**src/rtl/sfd_pkg.sv**
```systemverilog
`timescale 1ns / 1ps
// ----------------------------------------------------------------------------
// sfd_pkg
// Shared types and constants of the sensor frame deframer: frame header bytes,
// status codes, selector codes and the result record.
// ----------------------------------------------------------------------------
package sfd_pkg;

  // frame header and selector limit
  localparam logic [7:0] SYNC0      = 8'hFF;
  localparam logic [7:0] SYNC1      = 8'hFC;
  localparam logic [7:0] SEL_LIMIT  = 8'hF1;

  // number of payload bytes kept for word extraction
  localparam int unsigned HeadDepth = 8;
  localparam int unsigned HeadIdxW  = $clog2(HeadDepth);
  localparam int unsigned HeadCntW  = HeadIdxW + 1;

  // selector codes
  localparam logic [7:0] SEL_NONE     = 8'd0;
  localparam logic [7:0] SEL_SPEED    = 8'd5;
  localparam logic [7:0] SEL_DISTANCE = 8'd6;
  localparam logic [7:0] SEL_PRESSURE = 8'd7;
  localparam logic [7:0] SEL_SPD_DIST = 8'd8;
  localparam logic [7:0] SEL_CUR_PRES = 8'd9;

  typedef enum logic [1:0] {
    STATUS_OK        = 2'd0,
    STATUS_CHECKSUM  = 2'd1,
    STATUS_UNKNOWN   = 2'd2,
    STATUS_SHORT     = 2'd3
  } status_e;

  typedef struct packed {
    status_e     frame_status;
    logic [7:0]  selector;
    logic        speed_valid;
    logic [31:0] speed_bits;
    logic        distance_valid;
    logic [31:0] distance_bits;
    logic        distance_in_hundredths;
    logic        pressure_valid;
    logic [31:0] pressure_bits;
    logic        current_valid;
    logic [31:0] current_bits;
  } result_t;

endpackage

```
**src/rtl/sfd_parser.sv**
```systemverilog
`timescale 1ns / 1ps
// ----------------------------------------------------------------------------
// sfd_parser
// Byte-wise frame parser: tracks header, selector, length, payload and
// checksum, keeps the first payload bytes and builds the frame result.
// ----------------------------------------------------------------------------
module sfd_parser #(
  parameter int unsigned MAX_PAYLOAD = 128
) (
  input  logic            clk_i,
  input  logic            rst_ni,
  input  logic            accept_i,
  input  logic [7:0]      rx_byte_i,
  output logic            res_valid_o,
  output sfd_pkg::result_t res_o
);

  localparam int unsigned LenW = 9;

  typedef enum logic [2:0] {
    PH_IDLE    = 3'd0,
    PH_SYNC0   = 3'd1,
    PH_SYNC1   = 3'd2,
    PH_SEL     = 3'd3,
    PH_PAYLOAD = 3'd4,
    PH_CHECK   = 3'd5
  } phase_e;

  phase_e                          phase_q, phase_d;
  logic [7:0]                      left_q, left_d;
  logic [sfd_pkg::HeadCntW-1:0]    count_q, count_d;
  logic [7:0]                      sum_q, sum_d;
  logic [7:0]                      sel_q, sel_d;
  logic [7:0]                      head_q [sfd_pkg::HeadDepth];
  logic                            head_we;
  logic                            len_ok;
  logic [7:0]                      sum_add;

  assign len_ok  = {1'b0, rx_byte_i} < LenW'(MAX_PAYLOAD);
  assign sum_add = sum_q + rx_byte_i;

  // next state of the parser
  always_comb begin
    phase_d = phase_q;
    left_d  = left_q;
    count_d = count_q;
    sum_d   = sum_q;
    sel_d   = sel_q;
    head_we = 1'b0;
    if (phase_q == PH_IDLE && rx_byte_i == sfd_pkg::SYNC0) begin
      phase_d = PH_SYNC0;
      sum_d   = rx_byte_i;
    end else if (phase_q == PH_SYNC0 && rx_byte_i == sfd_pkg::SYNC1) begin
      phase_d = PH_SYNC1;
      sum_d   = sum_add;
    end else if (phase_q == PH_SYNC1 && rx_byte_i < sfd_pkg::SEL_LIMIT) begin
      phase_d = PH_SEL;
      sel_d   = rx_byte_i;
      sum_d   = sum_add;
    end else if (phase_q == PH_SEL && len_ok) begin
      phase_d = PH_PAYLOAD;
      left_d  = rx_byte_i;
      count_d = '0;
      sum_d   = sum_add;
    end else if (phase_q == PH_PAYLOAD && left_q != 8'd0) begin
      left_d = left_q - 8'd1;
      sum_d  = sum_add;
      // count saturates once the head store is full
      if (count_q < sfd_pkg::HeadCntW'(sfd_pkg::HeadDepth)) begin
        head_we = 1'b1;
        count_d = count_q + sfd_pkg::HeadCntW'(1);
      end
      if (left_q == 8'd1) begin
        phase_d = PH_CHECK;
      end
    end else begin
      phase_d = PH_IDLE;
    end
  end

  // parser state
  always_ff @(posedge clk_i or negedge rst_ni) begin
    if (!rst_ni) begin
      phase_q <= PH_IDLE;
      left_q  <= '0;
      count_q <= '0;
      sum_q   <= '0;
      sel_q   <= '0;
    end else if (accept_i) begin
      phase_q <= phase_d;
      left_q  <= left_d;
      count_q <= count_d;
      sum_q   <= sum_d;
      sel_q   <= sel_d;
    end
  end

  // first payload bytes
  always_ff @(posedge clk_i) begin
    if (accept_i && head_we) begin
      head_q[count_q[sfd_pkg::HeadIdxW-1:0]] <= rx_byte_i;
    end
  end

  // frame result at the checksum byte
  logic [31:0]                  word0, word1;
  logic [sfd_pkg::HeadCntW-1:0] need;
  logic                         known;
  sfd_pkg::status_e             status;

  assign word0 = {head_q[3], head_q[2], head_q[1], head_q[0]};
  assign word1 = {head_q[7], head_q[6], head_q[5], head_q[4]};

  always_comb begin
    known = 1'b1;
    need  = '0;
    case (sel_q)
      sfd_pkg::SEL_NONE: need = '0;
      sfd_pkg::SEL_SPEED, sfd_pkg::SEL_DISTANCE, sfd_pkg::SEL_PRESSURE:
        need = sfd_pkg::HeadCntW'(4);
      sfd_pkg::SEL_SPD_DIST, sfd_pkg::SEL_CUR_PRES:
        need = sfd_pkg::HeadCntW'(8);
      default: known = 1'b0;
    endcase

    if (rx_byte_i != sum_q)  status = sfd_pkg::STATUS_CHECKSUM;
    else if (!known)         status = sfd_pkg::STATUS_UNKNOWN;
    else if (count_q < need) status = sfd_pkg::STATUS_SHORT;
    else                     status = sfd_pkg::STATUS_OK;

    res_o              = '0;
    res_o.frame_status = status;
    res_o.selector     = sel_q;
    if (status == sfd_pkg::STATUS_OK) begin
      case (sel_q)
        sfd_pkg::SEL_SPEED: begin
          res_o.speed_valid = 1'b1;
          res_o.speed_bits  = word0;
        end
        sfd_pkg::SEL_DISTANCE: begin
          res_o.distance_valid = 1'b1;
          res_o.distance_bits  = word0;
        end
        sfd_pkg::SEL_PRESSURE: begin
          res_o.pressure_valid = 1'b1;
          res_o.pressure_bits  = word0;
        end
        sfd_pkg::SEL_SPD_DIST: begin
          res_o.speed_valid            = 1'b1;
          res_o.speed_bits             = word0;
          res_o.distance_valid         = 1'b1;
          res_o.distance_bits          = word1;
          res_o.distance_in_hundredths = 1'b1;
        end
        sfd_pkg::SEL_CUR_PRES: begin
          res_o.current_valid  = 1'b1;
          res_o.current_bits   = word0;
          res_o.pressure_valid = 1'b1;
          res_o.pressure_bits  = word1;
        end
        default: ;
      endcase
    end
  end

  assign res_valid_o = accept_i && phase_q == PH_CHECK;

endmodule

```
**src/rtl/sensor_frame_deframer_unit.sv**
```systemverilog
`timescale 1ns / 1ps
// ----------------------------------------------------------------------------
// sensor_frame_deframer_unit
// Serial frame deframer with additive checksum and sensor word extraction.
// ----------------------------------------------------------------------------
// The unit takes one received byte per clock cycle unless stalled and emits
// one result transaction, registered, when the checksum byte of a frame is
// taken. Parsing is a single registered pass per byte (compare, 8-bit add,
// register write), so the input side sustains one byte every cycle unless
// stalled. The results go through an output register backed by a one-entry
// skid register: input stalls only when both hold results the consumer has
// not yet taken. Float words are delivered raw; for selector 8 the distance
// word is flagged as counted in hundredths and the divide is left to software.
module sensor_frame_deframer_unit #(
  parameter int unsigned MAX_PAYLOAD = 128
) (
  input  logic        clk_i,
  input  logic        rst_ni,
  input  logic        in_valid_i,
  output logic        in_ready_o,
  input  logic [7:0]  rx_byte_i,
  output logic        out_valid_o,
  input  logic        out_ready_i,
  output logic [1:0]  frame_status_o,
  output logic [7:0]  selector_o,
  output logic        speed_valid_o,
  output logic [31:0] speed_bits_o,
  output logic        distance_valid_o,
  output logic [31:0] distance_bits_o,
  output logic        distance_in_hundredths_o,
  output logic        pressure_valid_o,
  output logic [31:0] pressure_bits_o,
  output logic        current_valid_o,
  output logic [31:0] current_bits_o
);

  logic             accept;
  logic             push;
  logic             pop;
  logic             res_valid;
  sfd_pkg::result_t res;

  logic             out_valid_q, out_valid_d;
  sfd_pkg::result_t out_q, out_d;
  logic             skid_valid_q, skid_valid_d;
  sfd_pkg::result_t skid_q, skid_d;

  assign in_ready_o = !skid_valid_q;
  assign accept     = in_valid_i && in_ready_o;

  sfd_parser #(
    .MAX_PAYLOAD(MAX_PAYLOAD)
  ) u_parser (
    .clk_i      (clk_i),
    .rst_ni     (rst_ni),
    .accept_i   (accept),
    .rx_byte_i  (rx_byte_i),
    .res_valid_o(res_valid),
    .res_o      (res)
  );

  assign push = res_valid;
  assign pop  = out_valid_q && out_ready_i;

  // output register with skid entry
  always_comb begin
    out_valid_d  = out_valid_q;
    out_d        = out_q;
    skid_valid_d = skid_valid_q;
    skid_d       = skid_q;
    if (!out_valid_q || pop) begin
      if (skid_valid_q) begin
        out_valid_d  = 1'b1;
        out_d        = skid_q;
        skid_valid_d = 1'b0;
      end else begin
        out_valid_d = push;
        out_d       = res;
      end
    end else if (push) begin
      skid_valid_d = 1'b1;
      skid_d       = res;
    end
  end

  always_ff @(posedge clk_i or negedge rst_ni) begin
    if (!rst_ni) begin
      out_valid_q  <= 1'b0;
      skid_valid_q <= 1'b0;
    end else begin
      out_valid_q  <= out_valid_d;
      skid_valid_q <= skid_valid_d;
    end
  end

  always_ff @(posedge clk_i) begin
    out_q  <= out_d;
    skid_q <= skid_d;
  end

  // result ports
  assign out_valid_o              = out_valid_q;
  assign frame_status_o           = out_q.frame_status;
  assign selector_o               = out_q.selector;
  assign speed_valid_o            = out_q.speed_valid;
  assign speed_bits_o             = out_q.speed_bits;
  assign distance_valid_o         = out_q.distance_valid;
  assign distance_bits_o          = out_q.distance_bits;
  assign distance_in_hundredths_o = out_q.distance_in_hundredths;
  assign pressure_valid_o         = out_q.pressure_valid;
  assign pressure_bits_o          = out_q.pressure_bits;
  assign current_valid_o          = out_q.current_valid;
  assign current_bits_o           = out_q.current_bits;

  // skid entry is only used behind a held output
  assert property (@(posedge clk_i) disable iff (!rst_ni)
    skid_valid_q |-> out_valid_q)
    else $error("skid entry valid while output register empty");

  // a result arriving behind a stalled output must land in the skid entry
  assert property (@(posedge clk_i) disable iff (!rst_ni)
    (out_valid_q && !out_ready_i && push) |=> skid_valid_q)
    else $error("result lost behind stalled output");

  // failed frames carry no sensor words
  assert property (@(posedge clk_i) disable iff (!rst_ni)
    (out_valid_o && frame_status_o != sfd_pkg::STATUS_OK) |->
      !(speed_valid_o || distance_valid_o || pressure_valid_o ||
        current_valid_o || distance_in_hundredths_o))
    else $error("valid flag set on failed frame");

  // hundredths flag only with a selector 8 distance word
  assert property (@(posedge clk_i) disable iff (!rst_ni)
    (out_valid_o && distance_in_hundredths_o) |->
      (selector_o == sfd_pkg::SEL_SPD_DIST && distance_valid_o && speed_valid_o))
    else $error("hundredths flag without selector 8 distance");

endmodule
```
**config.mk**
```make
export PLATFORM = sky130hd
export DESIGN_NAME = sensor_frame_deframer_unit
export DESIGN_NICKNAME = d
export VERILOG_FILES = /design/src/rtl/sfd_pkg.sv /design/src/rtl/sfd_parser.sv /design/src/rtl/sensor_frame_deframer_unit.sv
export SDC_FILE = /design/constraint.sdc
export NUM_CORES = 1
export LEC_CHECK = 0
export ABC_AREA = 1
export BUFFER_PORTS_ARGS = -buffer_cell sky130_fd_sc_hd__buf_2
export CAP_MARGIN = 20
export CORE_ASPECT_RATIO = 1.5
export CORE_MARGIN = 2
export CORE_UTILIZATION = 60
export DETAILED_ROUTE_END_ITERATION = 6
export GPL_ROUTABILITY_DRIVEN = 0
export PLACE_DENSITY = 0.79
export SLEW_MARGIN = 15
export SYNTH_ARGS = -nofsm -noshare
export SYNTH_HDL_FRONTEND = slang
export SYNTH_SLANG_ARGS = --single-unit
```
**constraint.sdc**
```tcl
create_clock -name clk_i -period 17.48 [get_ports clk_i]
set_input_delay 3.496 -clock clk_i [delete_from_list [all_inputs] [get_ports clk_i]]
set_output_delay 3.496 -clock clk_i [all_outputs]
set_load 0.01 [all_outputs]
```
==> results of run 1 <==
==> flip-flops by register name, summed over array words and instances (netlist names), 3 cells and up <==
| name | count |
|---|---|
| u_parser.phase_q | 3 |
| skid_q | 143 |
| u_parser.count_q | 4 |
| speed_bits_o | 32 |
| u_parser.sel_q | 8 |
| u_parser.left_q | 8 |
| current_bits_o | 32 |
| u_parser.head_q | 64 |
| pressure_bits_o | 32 |
| distance_bits_o | 32 |
| u_parser.sum_q | 8 |
| selector_o | 8 |
==> layout by cell type (no fill, tap or decap), types with 9 or more instances in the layout <==
master	instances
nand2_1	438
edfxtp_1	350
nand3_1	164
nor2_1	162
buf_2	157
nand4_1	133
inv_1	110
o22ai_1	64
clkbuf_16	37
o21ai_0	33
dfrtp_1	32
buf_4	17
a21oi_1	13
ha_1	12
inv_2	9
==> layout make-up <==
type                       instances  area [um2]
timing repair buffer             176       955.9
clock inverter                    20       175.2
fill                            2097        9201
tap                              351       439.2
multi-input combinational       1062        5010
sequential                       383       11340
inverter                         122       461.7
clock buffer                      42       944.7
==> per-stage QoR <==
| step | cells | utilization [%] | setup WS (ps) | hold slack (ps) | area [um2] |
|---|---|---|---|---|---|
| after floorplan | 1684 | - | 3049 | 419.6 | 17250 |
| after global placement | 2091 | 63.65 | 10450 | 459.0 | 18160 |
| after detailed placement | 2093 | 63.72 | 10630 | 461.5 | 18180 |
| after CTS | 2155 | 67.65 | 11170 | 477.0 | 19300 |
| after global routing | 2156 | 67.75 | 10860 | 514.0 | 19330 |
| final | 2156 | 67.75 | 11070 | 477.3 | 19330 |
==> power by group <==
group | total (uW) | switching, uW | internal, uW
clock | 760 | 329 | 431
sequential | 989 | 0.923 | 988
combinational | 21.9 | 16.2 | 5.75
==> layer usage <==
metal | global-route usage, % | vias to the layer above
li1 | - | 6055
met1 | 35.91 | 6056
met2 | 45.56 | 809
met3 | 4.185 | 141
met4 | 13.52 | 0
met5 | 0 | -
==> cell families (layout without fill, tap and decap cells) <==
kind of cell               count (synthesis)  count (layout)  share of synthesized area [%]
xor gates and xnor gates                   6               6                         0.3047
adders and majority gates                 13              13                         0.9866
AOI/OAI and AO/OA                        125             125                          4.215
DFF                                      383             383                          65.72
and+or+nand+nor                          918             918                          23.37
buffers and inverters                    239             360                          5.404
==> worst paths after layout <==
check	from	endpoint	slack, ps	cells past startpoint
worst max-delay path	rx_byte_i[0]	distance_bits_o[28]	11070	11
worst min-delay path	u_parser.sel_q[7]	skid_q[140]	480	0
worst max register to register	u_parser.sel_q[4]	skid_q[23]	13450	12
worst min register to register	u_parser.sel_q[7]	skid_q[140]	480	0
max in group asynchronous	rst_ni	skid_valid_q	13840	1
min in group asynchronous	rst_ni	u_parser.sum_q[1]	3050	1
==> results.sh, run 1 <==
export IMPL_drt_wl_total_um=42080
export IMPL_drt_iter0_drc=1567
export IMPL_io_pins=157
export IMPL_n_antenna_cell=0
export IMPL_die_y_um=211.7
export IMPL_grt_pass1_wl_um=64720
export IMPL_hold_class="flip-flop to flip-flop"
export IMPL_top_layer_used="met4"
export IMPL_drive_above_1_share_pct=13.85
export IMPL_hold_buffers=0
export IMPL_cp_cell_sequence="buf_2, ha_1, nor3_1, nand2_1, nor4_4, buf_4, nand3_1, clkinv_2, buf_4, nand3_1, nand2_1"
export IMPL_violations="DRC"
export IMPL_status="finished, violations left"
export IMPL_path_max_fanout=87
export IMPL_critical_path_class="input port to flip-flop"
export IMPL_vdd_drop_max_v=0.00009066
export IMPL_period_minus_slack_ps=6408
export IMPL_yosysTopAreaCell="edfxtp_1"
export IMPL_arrival_ps=6810
export IMPL_maxCapViolCount=0
export IMPL_grt_pass1_vias=12142
export IMPL_cts_root_buf="clkbuf_16"
export IMPL_gr_total_overflow=0
export IMPL_dr_wl_met3_um=3828
export IMPL_track_usage_pct=27.57
export IMPL_cp_top_family="buffers and inverters"
export IMPL_dr_wl_met2_um=20680
export IMPL_seq_area_frac_synth_pct=65.72
export IMPL_power_leakage_uw=0.008789
export IMPL_grt_max_degree=104
export IMPL_vias_per_cell=6.058
export IMPL_ys_ff_latch=383
export IMPL_via_count=13061
export IMPL_fin_crit_sh_pct=36.66
export IMPL_cts_tree="yes"
export IMPL_htreeDepth=2
export IMPL_netlist_area_mm2=0.01725
export IMPL_worstPathRequired_ps=17880
export IMPL_start_kind="input port"
export IMPL_synthDominantCellAreaShare_pct=60.94
export IMPL_tns_ps=0
export IMPL_cts_resized=0
export IMPL_worst_slew_pin_slew_ps=1110
export IMPL_ys_top_cells_by_count="440 x nand2_1, 350 x edfxtp_1, 165 x nor2_1"
export IMPL_synthTopCellsByArea="edfxtp_1 61%, nand2_1 9.6%, nand4_1 4.8%"
export IMPL_power_uw=1771
export IMPL_ys_async_sr_fraction_pct=8.616
export IMPL_syn_avg_cell_area_um2=10.24
export IMPL_nets=1805
export IMPL_setup_violations=0
export IMPL_core_area_mm2=0.02853
export IMPL_drtAntennaViolNets=0
export IMPL_dp_hpwl_um=25780
export IMPL_p_per_area_mw_per_mm2=91.64
export IMPL_crit_path_end_kind="flip-flop"
export IMPL_synth_most_common_cell="nand2_1"
export IMPL_antenna_found_initial=0
export IMPL_rsz0062_at_grt="no"
export IMPL_drc=1
export IMPL_relSlewSlack_pct=25.83
export IMPL_wl_met1_um=15640
export IMPL_rows=76
export IMPL_die_area_mm2=0.03015
export IMPL_postCtsSetupBuffers=0
export IMPL_synth_main_ff_cell="edfxtp_1"
export IMPL_ys_types=33
export IMPL_initial_utilization_pct=60.46
export IMPL_clk_pin_slew_ps=70
export IMPL_clock_sinks=383
export IMPL_maxSlewViolCount=0
export IMPL_cp_slowest_stage_delay_ps=830
export IMPL_synth_edff_count=350
export IMPL_syn_inst=1684
export IMPL_syn_to_final_growth_pct=12.05
export IMPL_clockBufferDepth=3
export IMPL_yosys_warnings=0
export IMPL_slowest_stage="buf_4"
export IMPL_die_x_um=142.4
export IMPL_numCtsBuffers=35
export IMPL_crit_buf_inv=4
export IMPL_routedWlPerCell_um=19.52
export IMPL_hold_viol=0
export IMPL_fmax_mhz=156.1
export IMPL_drtPass1Iterations=7
export IMPL_worstSkewPairLatency_ps=530
export IMPL_synth_nets=1709
export IMPL_clock_skew_ps=21.61
export IMPL_port_buffers=156
(Power assumes the default switching activity.)
==> inputs of run 2 (changes only) <==
==> constraint.sdc (replaced) <==
create_clock -name clk_i -period 6.3 [get_ports clk_i]
set_input_delay 1.26 -clock clk_i [delete_from_list [all_inputs] [get_ports clk_i]]
set_output_delay 1.26 -clock clk_i [all_outputs]
set_load 0.01 [all_outputs]
==> results.sh, run 2 (same netlist as run 1, synthesis figures left out) <==
export IMPL_status="completed"
export IMPL_n_antenna_cell=0
export IMPL_clock_skew_ps=21.16
export IMPL_fin_crit_sh_pct=57.80
export IMPL_relSlewSlack_pct=30.27
export IMPL_tns_ps=0
export IMPL_period_minus_slack_ps=3642
export IMPL_dp_cells=2094
export IMPL_cp_slowest_stage_delay_ps=660
export IMPL_grt_max_degree=132
export IMPL_hp_start="u_parser.sel_q[7]"
export IMPL_gr_total_overflow=0
export IMPL_arrival_ps=4030
export IMPL_largest_reg_flops=143
export IMPL_r2r_start="u_parser.sel_q[1]"
export IMPL_track_usage_pct=27.60
export IMPL_worstPathRequired_ps=6690
export IMPL_numCtsBuffers=36
export IMPL_drc=0
export IMPL_largest_register="skid_q"
export IMPL_cts_tree="yes"
export IMPL_rsz0062_at_grt="no"
export IMPL_io_pins=157
export IMPL_vias_per_cell=6.178
export IMPL_via_count=13350
export IMPL_dp_hpwl_um=25690
export IMPL_crit_path_end_kind="flip-flop"
export IMPL_clockBufferDepth=3
export IMPL_routedWlPerCell_um=19.34
export IMPL_drt_wl_total_um=41790
export IMPL_core_area_mm2=0.02853
export IMPL_path_max_fanout=71
export IMPL_start_kind="input port"
export IMPL_final_common_cell="nand2_1"
export IMPL_power_leakage_uw=0.008594
export IMPL_hold_buffers=0
export IMPL_die_area_mm2=0.03015
export IMPL_syn_to_final_growth_pct=13.29
export IMPL_postCtsSetupBuffers=0
export IMPL_vdd_drop_max_v=0.0001936
export IMPL_rows=76
export IMPL_drtAntennaViolNets=0
export IMPL_maxSlewViolCount=0
export IMPL_critical_path_class="input port to flip-flop"
export IMPL_grt_pass1_vias=12291
export IMPL_cts_root_buf="clkbuf_16"
export IMPL_post_route_util_pct=68.50
export IMPL_drive_above_1_share_pct=14.53
export IMPL_hold_viol=0
export IMPL_worstSkewPairLatency_ps=540
export IMPL_drt_iter0_drc=2022
export IMPL_port_buffers=156
export IMPL_die_x_um=142.4
export IMPL_initial_utilization_pct=60.46
export IMPL_setup_violations=0
export IMPL_drtPass1Iterations=7
export IMPL_nets=1807
export IMPL_stdcell_count=2161
export IMPL_worst_slew_pin_slew_ps=1046
export IMPL_finalWorstSetupSlack_ps=2658
export IMPL_htreeDepth=2
export IMPL_clk_pin_slew_ps=60
export IMPL_cts_resized=0
export IMPL_die_y_um=211.7
export IMPL_fmax_mhz=274.6
export IMPL_grt_pass1_wl_um=64910
export IMPL_clock_sinks=383
export IMPL_layout_common_cells="438 x nand2_1, 350 x edfxtp_1, 164 x nand3_1"
export IMPL_cp_cell_sequence="buf_2, ha_1, nor3_1, nand2_1, nor4_4, buf_4, buf_4, nand4_1, nand2_1"
export IMPL_antenna_found_initial=0
export IMPL_crit_path_start="rx_byte_i[4]"
export IMPL_slowest_stage="buf_4"
export IMPL_pre_cts_slack_ps=1787
export IMPL_maxCapViolCount=0
export IMPL_p_per_area_mw_per_mm2=265.4
export IMPL_hold_class="flip-flop to flip-flop"
[run 2: worst max-delay path, delay by kind of cell]
kind                     cells  cell delay [ps]
adder cells (fa/ha/maj)      1              360
buffers and inverters        3             1520
AND/OR/NAND/NOR              5              840
[run 2: metal layers]
layer | vias up | GRT usage [%] | part of all wire [%]
li1 | 6069 | - | -
met1 | 6264 | 36.89 | 37
met2 | 855 | 45.19 | 49
met3 | 162 | 3.596 | 8.7
met4 | 0 | 13.14 | 5.1
met5 | - | 0 | 0
[run 2: cell type report]
type                    count  area (um2)
fillers                  2017        8987
repair buffers            177       969.7
clock inverters            26       359.1
multi-input cells        1062        5024
inverters                 122       461.7
clock buffers              40       947.2
well taps                 351       439.2
flip-flops and latches    383       11340
[run 2: stage by stage]
| stage | area (um2) | total power [uW] | hold slack (ps) |
|---|---|---|---|
| final | 19540 | 5186 | 481.5 |
| after global routing | 19540 | 5302 | 494.4 |
| after CTS | 19500 | 5196 | 477.2 |
| after detailed placement | 18200 | 2858 | 461.9 |
| after global placement | 18180 | 2856 | 458.3 |
| after floorplan | 17260 | 2830 | 419.6 |
[run 2: path summary, 6_finish.rpt]
kind / to / slack, ps / cells after the start
worst max-delay path: skid_q[46] / 2660 / 9
worst min-delay path: skid_q[140] / 480 / 0
worst max register to register: current_bits_o[21] / 2760 / 11
worst min register to register: skid_q[140] / 480 / 0
max in group asynchronous: skid_valid_q / 4940 / 1
min in group asynchronous: u_parser.sum_q[3] / 800 / 1
[run 2: where the power goes]
group	internal (uW)	switching (uW)	leakage (uW)	total, uW
Combinational	15.8	43.4	0.00418	59.3
Sequential	2740	2.15	0.00378	2740
Clock	1430	954	0.000630	2380
Total	4190	1000	0.00859	5190
==> inputs of run 3 (changes only) <==
==> constraint.sdc (replaced) <==
create_clock -name clk_i -period 3.41 [get_ports clk_i]
set_input_delay 0.682 -clock clk_i [delete_from_list [all_inputs] [get_ports clk_i]]
set_output_delay 0.682 -clock clk_i [all_outputs]
set_load 0.01 [all_outputs]
==> results.sh, run 3 (same netlist as run 1, synthesis figures left out) <==
export IMPL_drt_iter0_drc=1435
export IMPL_cts_root_buf="clkbuf_16"
export IMPL_fmax_mhz=352.3
export IMPL_pre_cts_slack_ps=407.3
export IMPL_largest_reg_flops=143
export IMPL_initial_utilization_pct=60.46
export IMPL_track_usage_pct=27.22
export IMPL_clk_pin_slew_ps=70
export IMPL_finalWorstSetupSlack_ps=571.6
export IMPL_hold_buffers=0
export IMPL_power_leakage_uw=0.009178
export IMPL_maxCapViolCount=0
export IMPL_rows=76
export IMPL_syn_to_final_growth_pct=13.38
export IMPL_internal_power_uw=7176
export IMPL_drc=2
export IMPL_crit_path_end_kind="flip-flop"
export IMPL_drt_wl_total_um=41350
export IMPL_p_per_area_mw_per_mm2=456.5
export IMPL_nets=1826
export IMPL_drtAntennaViolNets=0
export IMPL_worstPathRequired_ps=3630
export IMPL_cts_tree="yes"
export IMPL_setup_violations=0
export IMPL_core_area_mm2=0.02853
export IMPL_p_seq_share_pct=56.8
export IMPL_gr_total_overflow=0
export IMPL_worst_slew_pin_slew_ps=1108
export IMPL_dp_cells=2115
export IMPL_routedWlPerCell_um=18.99
export IMPL_clock_sinks=383
export IMPL_cts_resized=0
export IMPL_r2r_start="skid_valid_q"
export IMPL_violations="DRC"
export IMPL_drive_above_1_share_pct=14.73
export IMPL_status="finished, violations left"
export IMPL_antenna_found_initial=0
export IMPL_postCtsSetupBuffers=0
export IMPL_swShare_pct=19.62
export IMPL_largest_register="skid_q"
export IMPL_ff2ff_path_depth=8
export IMPL_vdd_drop_max_v=0.0003452
export IMPL_clock_skew_ps=17.25
export IMPL_grt_max_degree=146
export IMPL_maxSlewViolCount=0
export IMPL_hold_viol=0
export IMPL_crit_end="u_parser.head_q[4][2]"
export IMPL_placed_area_mm2=0.01849
export IMPL_power_switching_uw=1751
export IMPL_r2r_setup_slack_ps=570
export IMPL_start_kind="flip-flop"
export IMPL_clockBufferDepth=3
export IMPL_fin_crit_sh_pct=83.24
export IMPL_worstReg2RegEnd="u_parser.head_q[4][2]"
export IMPL_grt_pass1_wl_um=63820
export IMPL_via_count=13104
export IMPL_rsz0062_at_grt="no"
export IMPL_final_area_mm2=0.01956
export IMPL_htreeDepth=2
export IMPL_power_frac_comb_pct=1.4
export IMPL_crit_path_start="skid_valid_q"
export IMPL_die_area_mm2=0.03015
export IMPL_drtPass1Iterations=7
export IMPL_path_max_fanout=51
export IMPL_numCtsBuffers=35
export IMPL_hold_class="input port to async pin"
export IMPL_die_y_um=211.7
export IMPL_vias_per_cell=6.019
export IMPL_power_uw=8928
export IMPL_layout_common_cells="438 x nand2_1, 350 x edfxtp_1, 164 x nand3_1"
export IMPL_p_clk_share_pct=41.8
export IMPL_n_antenna_cell=0
export IMPL_dp_hpwl_um=25820
export IMPL_final_common_cell="nand2_1"
export IMPL_die_x_um=142.4
export IMPL_io_pins=157
export IMPL_period_minus_slack_ps=2838
export IMPL_port_buffers=156
export IMPL_worstSkewPairLatency_ps=530
export IMPL_critical_path_class="flip-flop to flip-flop"
export IMPL_grt_pass1_vias=12394
export IMPL_arrival_ps=3060
export IMPL_stdcell_count=2177
export IMPL_whs_ps=226.7
export IMPL_relSlewSlack_pct=26.12
## run 3: cell count changes in the layout (fill, tap and decap cells not counted), moves of 2 or more
cell / change
bufinv_16: -7
clkinvlp_4: -2
buf_4: +12
inv_6: -3
clkbuf_1: +9
buf_12: +11
## run 3: power groups by stage
stage | clock, uW | sequential [uW] | combinational [uW]
CTS | 3770 | 5070 | 121
detailed placement | 0 | 5170 | 119
finish | 3730 | 5070 | 122
global route | 3930 | 5070 | 133
global placement | 0 | 5170 | 116
floorplan | 0 | 5170 | 57.0
## run 3: cell type report
| cell class | count | area, um2 |
|---|---|---|
| clock buffer | 48 | 967.2 |
| tap | 351 | 439.2 |
| clock inverter | 14 | 100.1 |
| timing repair buffer | 197 | 1226 |
| sequential | 383 | 11340 |
| inverter | 122 | 465.4 |
| fill | 2059 | 8971 |
| multi-input combinational | 1062 | 5019 |
## run 3: worst min path at each step
stage,startpoint,end,depth (start not counted)
2_1_floorplan,rst_ni,out_valid_o,0
3_3_place_gp,u_parser.sel_q[7],skid_q[140],0
3_5_place_dp,u_parser.sel_q[7],skid_q[140],0
4_1_cts,rst_ni,u_parser.phase_q[2],1
5_1_grt,rst_ni,u_parser.phase_q[2],1
6_report,rst_ni,u_parser.sum_q[2],1
## run 3: metrics by stage
step / utilization, % / TNS [ps]
CTS: 68.55 / 0
global placement: 64.81 / 0
detailed placement: 64.81 / 0
finish: 68.55 / 0
global route: 68.55 / 0
floorplan: - / -80060
## run 3: routing by layer
metal  global-route usage [%]  part of all wire, %
met1                    33.63                   36
met2                    47.86                   52
met3                    3.596                  8.0
met4                    12.15                  3.6
met5                        0                    0
## run 3: worst max-delay path, stage by stage (launching register included)
cell and delay [ps]:
dfrtp_4 700, inv_4 170, nand2_1 80, inv_1 330
nand2_1 350, nor2_1 330, nand3_1 220, nor2_1 130
buf_4 190
